$ cat src/rtl/core/sensor_running_average_alert_core_defines.svh
// Assertion macros shared by the sensor running average alert core.
`ifndef SENSOR_RUNNING_AVERAGE_ALERT_CORE_DEFINES_SVH
`define SENSOR_RUNNING_AVERAGE_ALERT_CORE_DEFINES_SVH

// A condition that must hold at every clock edge out of reset.
`define SRAA_ASSERT_ALWAYS(lbl, cond) \
    lbl: assert property (@(posedge clk) disable iff (!rst_n) (cond)) \
        else $error("sraa assertion failed");

// A condition that must hold in the cycle after a trigger.
`define SRAA_ASSERT_NEXT(lbl, trig, cond) \
    lbl: assert property (@(posedge clk) disable iff (!rst_n) (trig) |=> (cond)) \
        else $error("sraa assertion failed");

`endif

$ cat src/rtl/core/sraa_ram.sv
// Generic simple dual-port RAM with registered read data.
`default_nettype none
module sraa_ram #(
    parameter int WIDTH = 16,
    parameter int DEPTH = 64
) (
    input  wire logic                                      clk,
    input  wire logic                                      we,
    input  wire logic [((DEPTH > 1) ? $clog2(DEPTH) : 1)-1:0] waddr,
    input  wire logic [WIDTH-1:0]                          wdata,
    input  wire logic [((DEPTH > 1) ? $clog2(DEPTH) : 1)-1:0] raddr,
    output logic      [WIDTH-1:0]                          rdata
);
    logic [WIDTH-1:0] mem [DEPTH];

    always_ff @(posedge clk)
    begin
        if (we)
        begin
            mem[waddr] <= wdata;
        end
        rdata <= mem[raddr];
    end
endmodule
`default_nettype wire

$ cat config.mk
export PLATFORM = sky130hd
export DESIGN_NAME = sraa_ram
export DESIGN_NICKNAME = d
export VERILOG_FILES = /design/src/rtl/core/sensor_running_average_alert_core_defines.svh /design/src/rtl/core/sraa_ram.sv
export SDC_FILE = /design/constraint.sdc
export NUM_CORES = 1
export LEC_CHECK = 0
export ABC_AREA = 0
export ABC_CLOCK_PERIOD_IN_PS = 2700
export BUFFER_PORTS_ARGS = -buffer_cell sky130_fd_sc_hd__buf_2
export CAP_MARGIN = 20
export CELL_PAD_IN_SITES_DETAIL_PLACEMENT = 1
export CELL_PAD_IN_SITES_GLOBAL_PLACEMENT = 1
export CORE_AREA = 4 4 322 324
export DETAILED_ROUTE_END_ITERATION = 6
export DIE_AREA = 0 0 326 328
export PLACE_DENSITY_LB_ADDON = 0.1
export REMOVE_ABC_BUFFERS = 1
export SLEW_MARGIN = 0
export SYNTH_ARGS = -nofsm -noshare
export SYNTH_HDL_FRONTEND = slang
export SYNTH_SLANG_ARGS = --single-unit
$ cat constraint.sdc
create_clock -name clk -period 2.7 [get_ports clk]
set_clock_uncertainty 0.15 [all_clocks]
set_input_delay 0.54 -clock clk [delete_from_list [all_inputs] [get_ports clk]]
set_output_delay 0.54 -clock clk [all_outputs]
set_load 0.01 [all_outputs]
* Yosys cells after proc, flatten, opt, wreduce, memory -nomap -nowiden
Memory sizes are Yosys's and may differ from the RTL's. A register that Yosys moved wholly into a read port is not among the register bits. Cells that the tools add are included. Widths: inputs -> output; s select.
Cells by class: add/subtract/negate cells 0, multiply operators 0, div/mod/pow operators 0, magnitude comparators 0, equal/unequal tests 0, shift operators 0, multiplexer cells 2, bitwise gates (word level) 0, reductions and logical operators 0
Operators by type and width (count):
- $mux 1 | 2
Word-level totals: register bits 0, bits in latches 0, memory bits (writable) 1024, ROM bits 0, bits of input ports 30, memories 1
Memories:
- mem | words 64, bits a word 16, rd ports 1, clocked after memory_dff 1, write ports 1, RTL line sraa_ram.sv:14 | logic [WIDTH-1:0] mem [DEPTH];

* Depth between registers and ports, before layout
Gate-level depths: netlist (run 1).
depth in word-level cells 2, gate-level depth with buffers 10, depth with buffers taken out 5

* Worst setup path after synthesis (run 1)
Ideal clock, no wire load.
kind input to register, start input port waddr[3] (netlist name), end memory mem[48][0] (enable), setup time 0.409 ns, arrival 2.166 ns, required time 2.141 ns, path slack -0.025 ns, stages 4, buffers on the path 1, cells stage by stage clkbuf_1 -> nor2b_1 -> nand4b_1 -> nor3_1
RTL lines:
- start, declared | RTL line sraa_ram.sv:9 | input wire logic [((DEPTH > 1) ? $clog2(DEPTH) : 1)-1:0] waddr,
- end, declared | RTL line sraa_ram.sv:14
No word-level cell before the write port.

==> flow_metrics.tcl, run 1 <==
set metrics [dict create \
    grt_overflow 0 \
    dr.pass1.iters 5 \
    detail_route.wl_per_cell_um 30.9 \
    final_net_count 2150 \
    cts_max_level 3 \
    fmax_mhz 409 \
    drcViolationCount 0 \
    p_leak_nw 15.2 \
    num_io_pins 46 \
    relSlewSlack_pct 34.5 \
    grt_use_total_pct 20.8 \
    cts_buffers 109 \
    power_density_nw_per_um2 730 \
    post-dp-hpwl_um 70200 \
    fin_crit_sh_pct 90.5 \
    wl_um 111000 \
    via_per_inst 5.52 \
    reg2reg_slack_ns 0.36 \
    met2_usage_pct 33.7 \
    reg2reg_to "rdata[15]" \
    drive_gt1_share_pct 31.6 \
    synth_cell_types 43 \
    grt_pass1_vias 20900 \
    power_mw 34.5 \
    synth_area_leaders "edfxtp_1, mux4_2, mux2i_1" \
    tightest_slew_ns 0.983 \
    async_reset_ff_share_pct 0 \
    synth-edff-count 1024 \
    rsz0062_at_grt "no" \
    finalCriticalPeriod_ns 2.44 \
    critPathArrivalTime_ns 2.84 \
    start_util_pct 39.6 \
    num_rows 117 \
    port_buffers 45 \
    synth_common_cells "edfxtp_1, mux4_2, mux2i_1" \
    clk_latency_ns 0.69 \
    core_area_um2 101000 \
    busiest_layer "met2" \
    worst_hold_path.num_cells 1 \
    synthMostInstantiatedCell "edfxtp_1" \
    use_met1_pct 30.0 \
    dieArea_um2 107000 \
    path_max_fanout 25 \
    cp_slowest_cell "mux4_2" \
    hold_viol 0 \
    grt_max_degree 65 \
    syn2layout_area_growth_pct 18.2 \
    fillers 9135 \
    multi_input_area_um2 8250 \
    fp.dieW_um 326 \
    grtUsageMet3_pct 2.99 \
    setup_viol 0 \
    dr_total_vias 19800 \
    netlist.area_leader.share_pct 76.8 \
    post-cts-setup-buffers 0 \
    synth-seq-area-share_pct 77.6 \
    crit_path_start "raddr[0]" \
    cts_root_buf "clkbuf_16" \
    clockBufferDepth 3 \
    synth_cells 1829 \
    drv_cap 0 \
    startpoint_type "primary input" \
    antenna_found_initial 7 \
    synth_top_area_cell "edfxtp_1" \
    holdBufCountCts 0 \
    status "complete, no violations" \
    critPathKind "in -> reg" \
    initialDrtViolationCount 1942 \
    cts_tree "yes" \
    worstHoldPathType "in -> reg" \
    synth_seq_cells 1040 \
    cp_data_required_time_ns 3.09 \
    final_antenna_net_count 0 \
    ff_latch_area_um2 31100 \
    synth_warnings 0 \
    finalMaxSlewViolations 0 \
    path_cells "buf_8 > buf_12 > buf_4 > mux4_2 > a22oi_1 > a311oi_1" \
    utilization_pct 46.8 \
    holdPathEnd "mem[29][12]" \
    synth.avg_cell_area_um2 21.9 \
    post_cts_resized 0 \
    slowest_delay_ns 0.58 \
    fp.dieH_um 328 \
    peakVddDrop_v 0.000456 \
    synth_flop_cell "edfxtp_1" \
    grt_pass1_wl_um 159000 \
    clkSlewWorstSetupHoldPaths_ns 0.06 \
    reg2regPathDepth 5 \
    syn_area_um2 40000 \
    reg2reg_from "mem[61][15]" \
    worstHoldStart "wdata[12]" \
    cts_sinks 1040 \
    place.gp.congestion 0.782 \
    cp-end-kind "flop" \
]
-- through the flow --
step / hold slack [ns] / instances / setup slack [ns] / instance area, um2 / TNS [ns]
after detailed placement: 0.754 / 3377 / -0.475 / 43800 / -4.90
final: 0.174 / 3582 / 0.257 / 47300 / 0
after CTS: 0.148 / 3579 / 0.307 / 47300 / 0
after global placement: 0.730 / 3377 / -0.449 / 43800 / -4.62
after global routing: 0.174 / 3579 / 0.231 / 47300 / 0
after floorplan: 0.489 / 1725 / 0.128 / 39300 / 0
-- worst max-delay path, delay by kind of cell --
kind                   cells  cell delay (ns)
buffers and inverters      3             1.00
muxes                      1             0.58
AOI/OAI and AO/OA          2             0.68
-- placed cells by master (no fill, tap or decap), types with 17 or more instances in the layout --
cell type	n
edfxtp_1	1024
mux4_2	220
buf_4	180
clkbuf_16	109
mux2i_1	85
nor2_1	70
nand2_1	59
buf_12	59
buf_2	42
a22oi_1	39
nor2b_1	30
mux2_2	27
clkbuf_1	26
nand3_1	24
clkinv_2	21
clkinv_1	19
a21oi_1	17
-- power breakdown --
| part | internal, mW | switching [mW] |
|---|---|---|
| clock | 8.42 | 6.22 |
| combinational | 0.762 | 1.18 |
| sequential | 17.9 | 0.0745 |
| total | 27.1 | 7.48 |
-- layer usage --
layer | wire, um | part of all wire (%)
met3 | 5500 | 5.0
met2 | 53100 | 48
met1 | 49600 | 45
met5 | 27 | 0.024
met4 | 2520 | 2.3
-- state kept, by name (all words and copies together) (netlist names) --
register  cells
rdata        16
mem        1024
-- how the worst max path moves through the flow --
stage	end	cells after the start	slack [ns]
final	rdata[0]	6	0.26
after CTS	rdata[15]	7	0.31
after detailed placement	rdata[0]	6	-0.47
after global routing	rdata[0]	6	0.23
after global placement	rdata[0]	6	-0.45
after floorplan	mem[48][0]	3	0.13
-- area by class of cell --
| cell class | instances | share of cell area [%] |
|---|---|---|
| clock buffers | 143 | 6.20 |
| clock inverters | 59 | 1.17 |
| repair buffers | 284 | 5.88 |
| multi-input cells | 685 | 17.4 |
| diodes | 3 | 0.0159 |
| well taps | 1368 | 3.62 |
| flip-flops and latches | 1040 | 65.7 |
-- cells by family after synthesis --
logic type / count (synthesis) / synth area share, %
DFF: 1040 / 77.6
muxes: 336 / 15.5
and+or+nand+nor: 220 / 2.65
AOI/OAI and AO/OA: 129 / 2.41
buffers and inverters: 104 / 1.83
No activity file was read; power rests on OpenSTA's default activity.
==> inputs of run 2 (changes only) <==
Settings changed: MAX_ROUTING_LAYER set to met4.
==> run 2 against run 1 <==
Net effect: routed wire length about the same; highest routed layer is now met4; clock power barely moved; register-to-register slack hardly changed; critical path depth increased by 1; global-route usage grew 0.66 points; clock-buffer cell count did not move; sequential cell count unchanged; die area did not move; first-iteration DRC count is 1.8% lower; setup slack improved by 0.0015 ns; maximum frequency is essentially flat; total power barely moved; largest power group unchanged.
==> flow_metrics.tcl, run 2 (synthesis gave the netlist of run 1 again) <==
set metrics [dict create \
    reg2reg_from "mem[63][15]" \
    start_util_pct 39.6 \
    finalCriticalPeriod_ns 2.44 \
    critPathArrivalTime_ns 2.82 \
    worstHoldPathType "in -> reg" \
    dieArea_um2 107000 \
    dp.cells 3377 \
    cp_slowest_cell "a221oi_1" \
    dr_total_vias 19700 \
    dr.pass1.iters 6 \
    clkSlewWorstSetupHoldPaths_ns 0.06 \
    largest_register_ff_count 1024 \
    drv_cap 0 \
    cts_sinks 1040 \
    via_per_inst 5.49 \
    rsz0062_at_grt "no" \
    cts_root_buf "clkbuf_16" \
    grt_use_total_pct 21.5 \
    power_density_nw_per_um2 730 \
    p_leak_nw 15.2 \
    grt_pass1_wl_um 159000 \
    cts_buffers 109 \
    syn2layout_area_growth_pct 18.2 \
    core_area_um2 101000 \
    num_io_pins 46 \
    cp_data_required_time_ns 3.08 \
    antenna_found_initial 7 \
    grt_pass1_vias 20900 \
    critPathKind "in -> reg" \
    drcViolationCount 0 \
    fmax_mhz 410 \
    holdBufCountCts 0 \
    finalMaxSlewViolations 0 \
    power_mw 34.5 \
    path_cells "buf_8 > buf_12 > mux4_2 > mux2_2 > a221oi_1 > buf_4 > a311oi_1" \
    slowest_delay_ns 0.58 \
    post_cts_resized 0 \
    final_antenna_net_count 0 \
    fin_tns_setup_ns 0 \
    initialDrtViolationCount 1908 \
    status "complete, no violations" \
    cp-end-kind "flop" \
    detail_route.wl_per_cell_um 30.9 \
    crit_path_start "raddr[0]" \
    grt_max_degree 65 \
    hold_viol 0 \
    cts_tree "yes" \
    startpoint_type "primary input" \
    wl_um 111000 \
    final_common_cell "edfxtp_1" \
    place.gp.congestion 0.793 \
    fin_crit_sh_pct 90.4 \
    top_regs "mem: 1024 flops, rdata: 16 flops" \
    post-dp-hpwl_um 70200 \
    clk_latency_ns 0.69 \
    final_net_count 2150 \
    fp.dieW_um 326 \
    tightest_slew_ns 0.989 \
    clockBufferDepth 3 \
    post-cts-setup-buffers 0 \
    utilization_pct 46.8 \
    reg2reg_slack_ns 0.35 \
    port_buffers 45 \
    path_max_fanout 16 \
    relSlewSlack_pct 34.1 \
    regMostFlops "mem" \
    fp.dieH_um 328 \
    peakVddDrop_v 0.000455 \
    drive_gt1_share_pct 31.6 \
    cts_max_level 3 \
    worstSetupEndpoint "rdata[15]" \
    final_cell_mix "edfxtp_1, mux4_2, buf_4, clkbuf_16, mux2i_1" \
    setup_viol 0 \
    final_cells 3585 \
    grt_overflow 0 \
    reg2reg_to "rdata[15]" \
    num_rows 117 \
    reg2regPathDepth 5 \
]
## run 2: cell type report
type / instances / area (um2)
diodes: 6 / 15.0
clock buffers: 143 / 2940
clock inverters: 59 / 552
fillers: 9134 / 53800
multi-input cells: 685 / 8250
flip-flops and latches: 1040 / 31100
well taps: 1368 / 1710
repair buffers: 284 / 2780
## run 2: worst min-delay path by stage
stage / cells after the start / slack, ns / from / end
after floorplan: 0 / 0.49 / wdata[0] / mem[0][0]
after global placement: 4 / 0.73 / mem[54][10] / rdata[10]
after detailed placement: 3 / 0.75 / mem[39][13] / rdata[13]
after CTS: 1 / 0.15 / wdata[12] / mem[23][12]
after global routing: 1 / 0.17 / wdata[12] / mem[29][12]
final: 1 / 0.17 / wdata[12] / mem[29][12]
## run 2: layer usage
metal  wire length, um  global-route usage (%)  part of all wire, %
met1             49700                    30.2                   45
met2             53600                    33.6                   48
met3              5400                    2.99                  4.9
met4              2160                    5.31                  2.0
met5                 0                       -                    0
## run 2: metrics by stage
step                      cell area (um2)  hold WS, ns  setup WS, ns
after floorplan                     39300        0.489         0.128
after global placement              43800        0.730        -0.449
after detailed placement            43800        0.754        -0.475
after CTS                           47300        0.148         0.307
after global routing                47300        0.171         0.226
final                               47300        0.173         0.259
## run 2: worst max-delay path: cells and delay by family
family                 cells  cell delay, ns
AO/OA/AOI/OAI              2            0.63
buffers and inverters      3            0.76
multiplexers               2            0.83
## run 2: report_power, final
group / total (mW) / internal (mW) / leakage (nW) / switching, mW
combinational: 1.94 / 0.762 / 4.19 / 1.18
clock: 14.6 / 8.42 / 1.71 / 6.22
sequential: 17.9 / 17.9 / 9.35 / 0.0736
